**src/hw/rtl/stsolv_pkg.sv**
```systemverilog
// ----------------------------------------------------------------------------
// stsolv_pkg
// Shared constants, types and helpers of the simplex tableau solver.
// ----------------------------------------------------------------------------
`default_nettype none

package stsolv_pkg;

  localparam int MAX_CONSTRAINTS = 16;
  localparam int MAX_VARS        = 16;
  localparam int VALUE_WIDTH     = 48;
  localparam int FRAC_BITS       = 16;
  localparam int NCOLS           = MAX_VARS + 1;
  localparam int DEPTH           = (MAX_CONSTRAINTS + 1) * NCOLS;
  localparam int ADDR_W          = $clog2(DEPTH);
  localparam int CNT_W           = 5;
  localparam int RIDX_W          = $clog2(MAX_CONSTRAINTS);
  localparam int CIDX_W          = $clog2(MAX_VARS);
  localparam int LBL_W           = 6;
  localparam int PC_W            = 6;
  localparam int LPOS_W          = ADDR_W;
  localparam int STEP_W          = 7;
  localparam int MUL_STEPS       = VALUE_WIDTH;
  localparam int DIV_STEPS       = 2 * VALUE_WIDTH;
  localparam int CTRL_STATES     = 46;

  typedef logic signed [VALUE_WIDTH-1:0] value_t;
  typedef logic [VALUE_WIDTH-1:0]        umag_t;

  localparam umag_t  ONE  = umag_t'(1) << FRAC_BITS;
  localparam value_t VMAX = {1'b0, {(VALUE_WIDTH-1){1'b1}}};
  localparam value_t VMIN = {1'b1, {(VALUE_WIDTH-1){1'b0}}};

  localparam logic [1:0] STATUS_OPTIMAL   = 2'd0;
  localparam logic [1:0] STATUS_UNBOUNDED = 2'd1;
  localparam logic [1:0] STATUS_LIMIT     = 2'd2;

  typedef enum logic [1:0] {
    REG_NUM_CONSTRAINTS = 2'd0,
    REG_NUM_VARS        = 2'd1,
    REG_MAX_PIVOTS      = 2'd2,
    REG_UNUSED          = 2'd3
  } reg_idx_t;

  typedef enum logic [1:0] {RS_I, RS_R, RS_M} rsel_t;
  typedef enum logic [1:0] {CS_J, CS_C, CS_N} csel_t;
  typedef enum logic [2:0] {MD_RATIO, MD_UPDATE, MD_COL, MD_ROW, MD_PIVOT} md_mode_t;
  typedef enum logic {WS_SUB, WS_QUOT} wsel_t;
  typedef enum logic [1:0] {OK_VAR, OK_Z, OK_UNB, OK_LIM} out_kind_t;

  typedef struct packed {
    logic      accept_en;
    rsel_t     rsel;
    csel_t     csel;
    logic      sol_we;
    wsel_t     wsel;
    logic      latch_a;
    logic      latch_p;
    logic      md_start;
    md_mode_t  md_mode;
    logic      ent_clr;
    logic      ent_upd;
    logic      rat_clr;
    logic      rat_upd;
    logic      i_clr;
    logic      i_inc;
    logic      j_clr;
    logic      j_inc;
    logic      pc_clr;
    logic      pc_inc;
    logic      lbl_init;
    logic      lbl_swap;
    logic      opt_clr;
    logic      opt_latch;
    logic      out_load;
    out_kind_t out_kind;
  } dp_cmd_t;

  typedef struct packed {
    logic accept;
    logic last_in;
    logic j_last;
    logic j_end;
    logic i_last;
    logic i_end;
    logic i_is_r;
    logic j_is_c;
    logic rd_pos;
    logic best_neg;
    logic found;
    logic pc_hit;
    logic md_done;
    logic lbl_match;
    logic out_free;
  } dp_stat_t;

  function automatic umag_t mag(input value_t v);
    mag = v[VALUE_WIDTH-1] ? umag_t'(-v) : umag_t'(v);
  endfunction

endpackage

`default_nettype wire

```
**src/hw/rtl/stsolv_ctrl.sv**
```systemverilog
// ----------------------------------------------------------------------------
// stsolv_ctrl
// Solver sequencer: load, entering column scan, ratio test, pivot update,
// result emission.
// ----------------------------------------------------------------------------
`default_nettype none

module stsolv_ctrl (
  input  wire logic                   clk,
  input  wire logic                   rst,
  input  wire stsolv_pkg::dp_stat_t   st,
  output      stsolv_pkg::dp_cmd_t    cmd
);

  localparam int SW = stsolv_pkg::CTRL_STATES;

  typedef enum logic [SW-1:0] {
    S_IDLE     = SW'(1) << 0,
    S_START    = SW'(1) << 1,
    S_ENT_RD   = SW'(1) << 2,
    S_ENT_EV   = SW'(1) << 3,
    S_ENT_DONE = SW'(1) << 4,
    S_RAT_RDA  = SW'(1) << 5,
    S_RAT_EVA  = SW'(1) << 6,
    S_RAT_RDB  = SW'(1) << 7,
    S_RAT_EVB  = SW'(1) << 8,
    S_RAT_WAIT = SW'(1) << 9,
    S_RAT_NEXT = SW'(1) << 10,
    S_RAT_DONE = SW'(1) << 11,
    S_PV_RD    = SW'(1) << 12,
    S_PV_EV    = SW'(1) << 13,
    S_UP_CHK   = SW'(1) << 14,
    S_UP_RDA   = SW'(1) << 15,
    S_UP_EVA   = SW'(1) << 16,
    S_UP_RDB   = SW'(1) << 17,
    S_UP_EVB   = SW'(1) << 18,
    S_UP_WAIT  = SW'(1) << 19,
    S_UP_RDX   = SW'(1) << 20,
    S_UP_EVX   = SW'(1) << 21,
    S_UP_NEXT  = SW'(1) << 22,
    S_CO_CHK   = SW'(1) << 23,
    S_CO_RD    = SW'(1) << 24,
    S_CO_EV    = SW'(1) << 25,
    S_CO_WAIT  = SW'(1) << 26,
    S_CO_NEXT  = SW'(1) << 27,
    S_RW_CHK   = SW'(1) << 28,
    S_RW_RD    = SW'(1) << 29,
    S_RW_EV    = SW'(1) << 30,
    S_RW_WAIT  = SW'(1) << 31,
    S_RW_NEXT  = SW'(1) << 32,
    S_PC_GO    = SW'(1) << 33,
    S_PC_WAIT  = SW'(1) << 34,
    S_PC_CHK   = SW'(1) << 35,
    S_OPT_J    = SW'(1) << 36,
    S_OPT_CHK  = SW'(1) << 37,
    S_OPT_RD   = SW'(1) << 38,
    S_OPT_EV   = SW'(1) << 39,
    S_OPT_EMIT = SW'(1) << 40,
    S_Z_RD     = SW'(1) << 41,
    S_Z_EV     = SW'(1) << 42,
    S_Z_EMIT   = SW'(1) << 43,
    S_EMIT_UNB = SW'(1) << 44,
    S_EMIT_LIM = SW'(1) << 45
  } state_t;

  state_t state;
  state_t state_next;

  always_ff @(posedge clk) begin
    if (rst) begin
      state <= S_IDLE;
    end else begin
      state <= state_next;
    end
  end

  always_comb begin
    cmd        = '0;
    cmd.rsel   = stsolv_pkg::RS_I;
    cmd.csel   = stsolv_pkg::CS_J;
    cmd.wsel   = stsolv_pkg::WS_QUOT;
    cmd.md_mode  = stsolv_pkg::MD_PIVOT;
    cmd.out_kind = stsolv_pkg::OK_VAR;
    state_next = state;
    unique case (state)
      S_IDLE: begin
        cmd.accept_en = 1'b1;
        if (st.accept && st.last_in) begin
          state_next = S_START;
        end
      end
      S_START: begin
        cmd.lbl_init = 1'b1;
        cmd.pc_clr   = 1'b1;
        cmd.ent_clr  = 1'b1;
        state_next   = S_ENT_RD;
      end
      S_ENT_RD: begin
        cmd.rsel   = stsolv_pkg::RS_M;
        state_next = S_ENT_EV;
      end
      S_ENT_EV: begin
        cmd.ent_upd = 1'b1;
        if (st.j_last) begin
          state_next = S_ENT_DONE;
        end else begin
          cmd.j_inc  = 1'b1;
          state_next = S_ENT_RD;
        end
      end
      S_ENT_DONE: begin
        if (!st.best_neg) begin
          cmd.j_clr  = 1'b1;
          state_next = S_OPT_J;
        end else begin
          cmd.i_clr   = 1'b1;
          cmd.rat_clr = 1'b1;
          state_next  = S_RAT_RDA;
        end
      end
      S_RAT_RDA: begin
        cmd.csel   = stsolv_pkg::CS_C;
        state_next = S_RAT_EVA;
      end
      S_RAT_EVA: begin
        cmd.latch_a = 1'b1;
        state_next  = st.rd_pos ? S_RAT_RDB : S_RAT_NEXT;
      end
      S_RAT_RDB: begin
        cmd.csel   = stsolv_pkg::CS_N;
        state_next = S_RAT_EVB;
      end
      S_RAT_EVB: begin
        cmd.md_start = 1'b1;
        cmd.md_mode  = stsolv_pkg::MD_RATIO;
        state_next   = S_RAT_WAIT;
      end
      S_RAT_WAIT: begin
        if (st.md_done) begin
          cmd.rat_upd = 1'b1;
          state_next  = S_RAT_NEXT;
        end
      end
      S_RAT_NEXT: begin
        if (st.i_last) begin
          state_next = S_RAT_DONE;
        end else begin
          cmd.i_inc  = 1'b1;
          state_next = S_RAT_RDA;
        end
      end
      S_RAT_DONE: begin
        if (!st.found) begin
          state_next = S_EMIT_UNB;
        end else if (st.pc_hit) begin
          state_next = S_EMIT_LIM;
        end else begin
          state_next = S_PV_RD;
        end
      end
      S_PV_RD: begin
        cmd.rsel   = stsolv_pkg::RS_R;
        cmd.csel   = stsolv_pkg::CS_C;
        state_next = S_PV_EV;
      end
      S_PV_EV: begin
        cmd.latch_p = 1'b1;
        cmd.i_clr   = 1'b1;
        cmd.j_clr   = 1'b1;
        state_next  = S_UP_CHK;
      end
      S_UP_CHK: begin
        state_next = (st.i_is_r || st.j_is_c) ? S_UP_NEXT : S_UP_RDA;
      end
      S_UP_RDA: begin
        cmd.csel   = stsolv_pkg::CS_C;
        state_next = S_UP_EVA;
      end
      S_UP_EVA: begin
        cmd.latch_a = 1'b1;
        state_next  = S_UP_RDB;
      end
      S_UP_RDB: begin
        cmd.rsel   = stsolv_pkg::RS_R;
        state_next = S_UP_EVB;
      end
      S_UP_EVB: begin
        cmd.md_start = 1'b1;
        cmd.md_mode  = stsolv_pkg::MD_UPDATE;
        state_next   = S_UP_WAIT;
      end
      S_UP_WAIT: begin
        if (st.md_done) begin
          state_next = S_UP_RDX;
        end
      end
      S_UP_RDX: begin
        state_next = S_UP_EVX;
      end
      S_UP_EVX: begin
        cmd.sol_we = 1'b1;
        cmd.wsel   = stsolv_pkg::WS_SUB;
        state_next = S_UP_NEXT;
      end
      S_UP_NEXT: begin
        if (st.j_end) begin
          cmd.j_clr = 1'b1;
          if (st.i_end) begin
            cmd.i_clr  = 1'b1;
            state_next = S_CO_CHK;
          end else begin
            cmd.i_inc  = 1'b1;
            state_next = S_UP_CHK;
          end
        end else begin
          cmd.j_inc  = 1'b1;
          state_next = S_UP_CHK;
        end
      end
      S_CO_CHK: begin
        state_next = st.i_is_r ? S_CO_NEXT : S_CO_RD;
      end
      S_CO_RD: begin
        cmd.csel   = stsolv_pkg::CS_C;
        state_next = S_CO_EV;
      end
      S_CO_EV: begin
        cmd.md_start = 1'b1;
        cmd.md_mode  = stsolv_pkg::MD_COL;
        state_next   = S_CO_WAIT;
      end
      S_CO_WAIT: begin
        cmd.csel = stsolv_pkg::CS_C;
        if (st.md_done) begin
          cmd.sol_we = 1'b1;
          state_next = S_CO_NEXT;
        end
      end
      S_CO_NEXT: begin
        if (st.i_end) begin
          cmd.j_clr  = 1'b1;
          state_next = S_RW_CHK;
        end else begin
          cmd.i_inc  = 1'b1;
          state_next = S_CO_CHK;
        end
      end
      S_RW_CHK: begin
        state_next = st.j_is_c ? S_RW_NEXT : S_RW_RD;
      end
      S_RW_RD: begin
        cmd.rsel   = stsolv_pkg::RS_R;
        state_next = S_RW_EV;
      end
      S_RW_EV: begin
        cmd.md_start = 1'b1;
        cmd.md_mode  = stsolv_pkg::MD_ROW;
        state_next   = S_RW_WAIT;
      end
      S_RW_WAIT: begin
        cmd.rsel = stsolv_pkg::RS_R;
        if (st.md_done) begin
          cmd.sol_we = 1'b1;
          state_next = S_RW_NEXT;
        end
      end
      S_RW_NEXT: begin
        if (st.j_end) begin
          state_next = S_PC_GO;
        end else begin
          cmd.j_inc  = 1'b1;
          state_next = S_RW_CHK;
        end
      end
      S_PC_GO: begin
        cmd.md_start = 1'b1;
        cmd.md_mode  = stsolv_pkg::MD_PIVOT;
        state_next   = S_PC_WAIT;
      end
      S_PC_WAIT: begin
        cmd.rsel = stsolv_pkg::RS_R;
        cmd.csel = stsolv_pkg::CS_C;
        if (st.md_done) begin
          cmd.sol_we   = 1'b1;
          cmd.lbl_swap = 1'b1;
          cmd.pc_inc   = 1'b1;
          state_next   = S_PC_CHK;
        end
      end
      S_PC_CHK: begin
        if (st.pc_hit) begin
          state_next = S_EMIT_LIM;
        end else begin
          cmd.ent_clr = 1'b1;
          state_next  = S_ENT_RD;
        end
      end
      S_OPT_J: begin
        cmd.opt_clr = 1'b1;
        cmd.i_clr   = 1'b1;
        state_next  = S_OPT_CHK;
      end
      S_OPT_CHK: begin
        if (st.i_end) begin
          state_next = S_OPT_EMIT;
        end else if (st.lbl_match) begin
          state_next = S_OPT_RD;
        end else begin
          cmd.i_inc = 1'b1;
        end
      end
      S_OPT_RD: begin
        cmd.csel   = stsolv_pkg::CS_N;
        state_next = S_OPT_EV;
      end
      S_OPT_EV: begin
        cmd.opt_latch = 1'b1;
        cmd.i_inc     = 1'b1;
        state_next    = S_OPT_CHK;
      end
      S_OPT_EMIT: begin
        if (st.out_free) begin
          cmd.out_load = 1'b1;
          cmd.out_kind = stsolv_pkg::OK_VAR;
          if (st.j_last) begin
            state_next = S_Z_RD;
          end else begin
            cmd.j_inc  = 1'b1;
            state_next = S_OPT_J;
          end
        end
      end
      S_Z_RD: begin
        cmd.rsel   = stsolv_pkg::RS_M;
        cmd.csel   = stsolv_pkg::CS_N;
        state_next = S_Z_EV;
      end
      S_Z_EV: begin
        cmd.opt_latch = 1'b1;
        state_next    = S_Z_EMIT;
      end
      S_Z_EMIT: begin
        if (st.out_free) begin
          cmd.out_load = 1'b1;
          cmd.out_kind = stsolv_pkg::OK_Z;
          state_next   = S_IDLE;
        end
      end
      S_EMIT_UNB: begin
        if (st.out_free) begin
          cmd.out_load = 1'b1;
          cmd.out_kind = stsolv_pkg::OK_UNB;
          state_next   = S_IDLE;
        end
      end
      S_EMIT_LIM: begin
        if (st.out_free) begin
          cmd.out_load = 1'b1;
          cmd.out_kind = stsolv_pkg::OK_LIM;
          state_next   = S_IDLE;
        end
      end
      default: state_next = S_IDLE;
    endcase
  end

endmodule

`default_nettype wire

```
**config.mk**
```make
export PLATFORM = sky130hd
export DESIGN_NAME = stsolv_ctrl
export DESIGN_NICKNAME = d
export VERILOG_FILES = /design/src/hw/rtl/stsolv_pkg.sv /design/src/hw/rtl/stsolv_ctrl.sv
export SDC_FILE = /design/constraint.sdc
export NUM_CORES = 1
export LEC_CHECK = 0
export BUFFER_PORTS_ARGS = -buffer_cell sky130_fd_sc_hd__buf_2
export CORE_MARGIN = 2
export CORE_UTILIZATION = 31
export DETAILED_ROUTE_END_ITERATION = 8
export GPL_ROUTABILITY_DRIVEN = 0
export HOLD_SLACK_MARGIN = 0.08
export PLACE_DENSITY = 0.58
export SYNTH_ARGS = -nofsm -noshare
export SYNTH_HDL_FRONTEND = slang
export SYNTH_SLANG_ARGS = --single-unit
```
**constraint.sdc**
```tcl
create_clock -name clk -period 3.7 [get_ports clk]
set_clock_uncertainty 0.2 [all_clocks]
set_input_delay 0.555 -clock clk [delete_from_list [all_inputs] [get_ports clk]]
set_output_delay 0.555 -clock clk [all_outputs]
set_load 0.1 [all_outputs]
```
==> results of run 1 <==
-- placed cells by master (no fill, tap or decap), types with 3 or more instances in the layout --
cell,count
buf_12,28
buf_2,18
a31oi_1,3
nand3b_1,5
or4_1,11
nand2_1,31
a21oi_2,9
nand3_1,10
nor3_4,3
nand2b_1,4
xnor2_1,6
dfxtp_1,44
inv_1,11
nand4_1,21
nor3_1,16
o211ai_1,3
xor2_1,7
nand4b_1,7
buf_4,48
or4_4,6
nor4_2,6
nor4_1,18
nor4b_1,11
a21oi_1,11
or4b_2,4
nor3b_1,3
or3_1,4
nor4_4,6
and4_1,4
nor2_2,17
clkbuf_8,5
nor3_2,3
o21ai_0,8
nor2_1,30
and3_1,4
-- path summary, 6_finish.rpt --
kind | start | end | slack (ps) | cells past startpoint
setup / recovery | state[16] | cmd[1] | 50 | 9
hold reg to reg | state[7] | state[8] | 320 | 2
hold / removal | st[8] | state[24] | 260 | 2
setup reg to reg | state[24] | state[23] | 100 | 10
-- Yosys cell counts, drive strengths merged (4+ instances only) --
library cell   n  area (µm²)
nor2          49         216
dfxtp         46         921
nand2         33         124
nor4          30         234
buf           23         155
nand4         22         144
nor3          22         131
a21oi         20         126
or4           17         143
nor4b         12         111
inv           11        41.3
nand3         10        50.1
o21ai          9        45.0
nand4b         7        61.3
xor2           7        61.3
and4           6        52.6
xnor2          6        52.6
and3           5        31.3
nand2b         5        31.3
nand3b         5        37.5
or3            5        31.3
clkbuf         4        15.0
or4b           4        40.0
-- layout make-up --
type,instances,area share
multi-input cells,312,0.509
repair buffers,94,0.220
flip-flops and latches,46,0.201
well taps,136,0.0370
clock buffers,6,0.0158
inverters,11,0.00898
clock inverters,2,0.00817
-- cell families after synthesis --
kind of cell,Yosys count,synth area share
AND/OR/NAND/NOR,245,0.483
AO/OA/AOI/OAI,53,0.124
flip-flops,46,0.288
buffers and inverters,38,0.0662
XOR/XNOR,13,0.0356
multiplexers,1,0.00313
-- power by group through the flow --
| stage | Sequential, W | Combinational, W | Clock, W |
|---|---|---|---|
| floorplan | 0.000518 | 0.000298 | 0 |
| global placement | 0.000525 | 0.000461 | 0 |
| detailed placement | 0.000526 | 0.000466 | 0 |
| CTS | 0.000515 | 0.000471 | 0.000393 |
| global route | 0.000518 | 0.000525 | 0.000407 |
| finish | 0.000515 | 0.000498 | 0.000386 |
-- critical path, cell delays in order (launching register included) --
cell     delay [ps]
dfxtp_1         380
nor4_1          400
nand4_1         320
buf_4           240
nor3_2          200
nand3_1         160
nor2_2          160
nand4_1         250
nor3_4          270
buf_12          200
-- layer usage --
metal,wire length [µm],up-vias,GRT usage,part of all wire
met5,0,-,0,0
li1,-,1669,-,-
met2,5220,137,0.323,0.48
met4,255,0,0.0583,0.023
met3,672,18,0.0309,0.061
met1,4810,1641,0.262,0.44
-- through the flow --
stage                     utilization  TNS, ps  power [W]
after detailed placement        0.422        0   0.000992
after CTS                       0.436   -0.548    0.00138
after global placement          0.422        0   0.000987
after global routing            0.451     -160    0.00145
after floorplan                     -    -1380   0.000816
final                           0.451        0    0.00140
-- repair_timing --
item | 4_1_cts | 5_1_grt
hold endpoints to repair | 0 | 0
gates resized for setup | 6 | 19
setup endpoints to repair | 8 | 31
pin swaps | 0 | 5
setup buffers | 0 | 11
==> impl_metrics.yaml, run 1 <==
run:
  cap_violations: 0
layout:
  num_antenna_cells: 0
  largest_register_ffs: 46
  ff_latch_area_um2: 923
  design_area_um2: 4600
  drive_gt1_frac: 0.382
  area_delta_synth_final_pct: 43.9
  reg_top3: "state: 46 flops"
  largest-register: "state"
  nets: 487
  multi_input_area_um2: 2340
  final-instance-count-excl-fill: 607
  fill_cells: 1012
power_and_ir_drop:
  ir_drop_mv: 0.302
  intPower_w: 0.000893
  power_density_nw_per_um2: 304
  combinationalPowerShare: 0.356
  p_leak_nw: 1.78
  p_clk_frac: 0.276
  seqPwrFrac: 0.368
  switching_power_w: 0.000505
  swShare: 0.361
grt:
  grt_start_max_net_pins: 23
  gr-usage-all-layers: 0.195
  grt_overflow: 0
  grt_pass1_wl_mm: 17.3
  antenna_found_initial: 0
  grt_pass1_vias: 3289
floorplanning:
  dieArea_um2: 11100
  core_um2: 10200
  std_cell_rows: 37
  dieWidth_um: 106
  boundaryPins: 47
  die_h_um: 106
  start_util: 0.314
synthesis:
  synth-main-ff-cell: "dfxtp_1"
  synth_nets: 413
  async_flop_share: 0
  synthCells: 396
  yosys_warnings: 0
  syn_avg_cell_area_um2: 8.07
  synthDistinctLibCells: 59
  netlist_area_um2: 3190
  ys_seq_area_frac: 0.288
  ys_ff_latch: 46
  synth-edff-count: 0
timing:
  slew_violations: 0
  hold_viol: 0
  setup_ws_ps: 54.5
  max_freq_ghz: 0.274
  timing.final.crit_period_ps: 3650
  worst_slew_pin_slew_ps: 1310
  whs_ps: 261
  period_share: 0.985
  maxSlewHeadroom: 0.106
  finalSetupViolations: 0
detailed_routing:
  ant_nets: 0
  viasPerCell: 5.71
  firstDrtPassIters: 5
  drt_wl_total_mm: 11.0
  vias: 3465
  drtIter0Drc: 244
  wl_per_cell_um: 18.1
  route.detailed.drc: 0
critical_path:
  critPathLaunchType: "register"
  cp_data_arrival_time_ps: 2890
  crit_fanout: 7
  cp.required_ps: 2940
  crit_type: "reg -> out"
  end_kind: "output pin"
cts:
  path_clk_slew_ps: 90
  cts_tree: "built"
  clock_path_buffers: 2
  clock_latency_ps: 310
  cts_buffers: 5
  hold_buffers: 0
  clock_sinks: 46
  cts_root_buf: "clkbuf_8"
  h-tree-depth: 2
place:
  dp.cells: 588
  place_ws_ps: 165
  portBuffers: 46
  place_area_um2: 4300
  dp_hpwl_mm: 8.46
status:
  outcome: "finished, final reports clean"
hold_path:
  hp-class: "in -> reg"
Note: power is estimated with default switching activity, not from simulation.
==> inputs of run 2 (changes only) <==
==> constraint.sdc (replaced) <==
create_clock -name clk -period 4.3 [get_ports clk]
set_clock_uncertainty 0.2 [all_clocks]
set_input_delay 0.645 -clock clk [delete_from_list [all_inputs] [get_ports clk]]
set_output_delay 0.645 -clock clk [all_outputs]
set_load 0.1 [all_outputs]
==> run 2 against run 1 <==
  * Cell count decreased by 6.8%
  * Final area decreased by 15%
  * Non-clock buffer count decreased by 39
  * Utilization decreased by 6.8 points
  * Count of clock-buffer cells in the layout unchanged
  * Sequential share of layout area increased by 3.5 points
  * Power decreased by 25%
  * Global-route usage decreased by 0.73 points
  * Critical path type unchanged
==> impl_metrics.yaml, run 2 (same netlist as run 1, synthesis figures left out) <==
timing:
  timing.final.crit_period_ps: 4160
  maxSlewHeadroom: 0.423
  max_freq_ghz: 0.241
  finalSetupViolations: 0
  rsz0062_at_grt: "false"
  worst_slew_pin_slew_ps: 865
  slew_violations: 0
  setup_ws_ps: 144
  period_share: 0.966
  hold_viol: 0
layout:
  final_util: 0.384
  layout_commonest_cell: "dfxtp_1"
  largest_register_ffs: 46
  area_delta_synth_final_pct: 22.3
  final_cell_mix: "dfxtp_1, nor2_1, nand2_1"
  num_antenna_cells: 0
  nets: 448
  fill_cells: 1076
  ff_latch_area_um2: 921
  largest-register: "state"
  reg_top3: "state: 46 flops"
  multi_input_area_um2: 2150
  design_area_um2: 3910
  drive_gt1_frac: 0.265
cts:
  cts_buffers: 5
  hold_buffers: 0
  cts_root_buf: "clkbuf_8"
  clock_latency_ps: 300
  clock_sinks: 46
  cts_tree: "built"
  path_clk_slew_ps: 90
  clock_path_buffers: 2
  h-tree-depth: 2
power_and_ir_drop:
  combinationalPowerShare: 0.312
  p_clk_frac: 0.263
  swShare: 0.381
  fin_total_pwr_w: 0.00105
  intPower_w: 0.000647
  power_density_nw_per_um2: 267
  ir_drop_mv: 0.227
  p_leak_nw: 1.47
  seqPwrFrac: 0.425
  switching_power_w: 0.000398
place:
  place_area_um2: 3760
  portBuffers: 46
  place_ws_ps: 408
  dp_hpwl_mm: 8.00
status:
  outcome: "finished, final reports clean"
critical_path:
  end_kind: "output pin"
  worstPathCellList: "or4_4 -> nor3_1 -> and4_1 -> nand2_1 -> or4_1 -> nand4_1 -> buf_12"
  critPathLaunchType: "register"
  cp_data_arrival_time_ps: 3310
  cp.required_ps: 3450
  crit_type: "reg -> out"
  crit_fanout: 7
  r2r_setup_slack_ps: 310
  cp_slowest_cell: "nor3_1"
  critPathMaxStageDelay_ps: 660
grt:
  gr-usage-all-layers: 0.188
  grt_overflow: 0
  grt_pass1_vias: 3011
  antenna_found_initial: 0
  grt_pass1_wl_mm: 16.6
  grt_start_max_net_pins: 15
detailed_routing:
  ant_nets: 0
  vias: 3226
  met1_length_mm: 4.61
  drtIter0Drc: 241
  viasPerCell: 5.70
  met3_length_um: 588
  drt_wl_total_mm: 10.1
  firstDrtPassIters: 5
  route.detailed.drc: 0
  wl_met2_mm: 4.71
  highest_layer: "met4"
  wl_per_cell_um: 17.9
run:
  cap_violations: 0
floorplanning:
  start_util: 0.314
  std_cell_rows: 37
  boundaryPins: 47
  die_h_um: 106
  dieWidth_um: 106
  dieArea_um2: 11100
  core_um2: 10200
hold_path:
  hp-class: "reg -> reg"
-- run 2: final timing paths --
path / startpoint / endpoint / cells after the start
worst max-delay path: state[3] / cmd[27] / 7
worst max register to register: state[7] / state[0] / 9
worst min register to register: state[7] / state[8] / 2
worst min-delay path: state[7] / state[8] / 2
-- run 2: what timing repair did --
item / 4_1_cts / 5_1_grt
resized for setup: 0 / 7
setup buffers: 0 / 3
endpoints found under the setup margin: 0 / 7
-- run 2: final cells by class --
| cell class | count | share of cell area |
|---|---|---|
| multi-input combinational | 312 | 0.550 |
| sequential | 46 | 0.236 |
| timing repair buffer | 55 | 0.139 |
| tap | 136 | 0.0435 |
| clock buffer | 6 | 0.0211 |
| inverter | 11 | 0.0106 |
-- run 2: metrics by stage --
step | std cells | setup TNS [ps] | hold slack (ps)
CTS | 563 | 0 | 308
finish | 566 | 0 | 317
floorplan | 396 | -2550 | 267
global route | 566 | 0 | 344
global placement | 557 | 0 | 295
detailed placement | 557 | 0 | 296
-- run 2: power groups by stage --
stage | registers, W | logic, W | clock network, W
after floorplan | 0.000446 | 0.000246 | 0
after global placement | 0.000453 | 0.000318 | 0
after detailed placement | 0.000454 | 0.000320 | 0
after CTS | 0.000443 | 0.000321 | 0.000280
after global routing | 0.000446 | 0.000349 | 0.000296
final | 0.000444 | 0.000326 | 0.000275
-- run 2: layer usage --
layer,global-route usage,vias to the layer above
met3,0.0284,16
met1,0.264,1511
met5,0,-
met2,0.297,115
li1,-,1584
met4,0.0564,0
-- run 2: critical path: cells and delay by family, from the launching register on --
kind	cells	cell delay, ps
AND/OR/NAND/NOR	6	2430
flip-flops	1	370
buffers and inverters	1	200
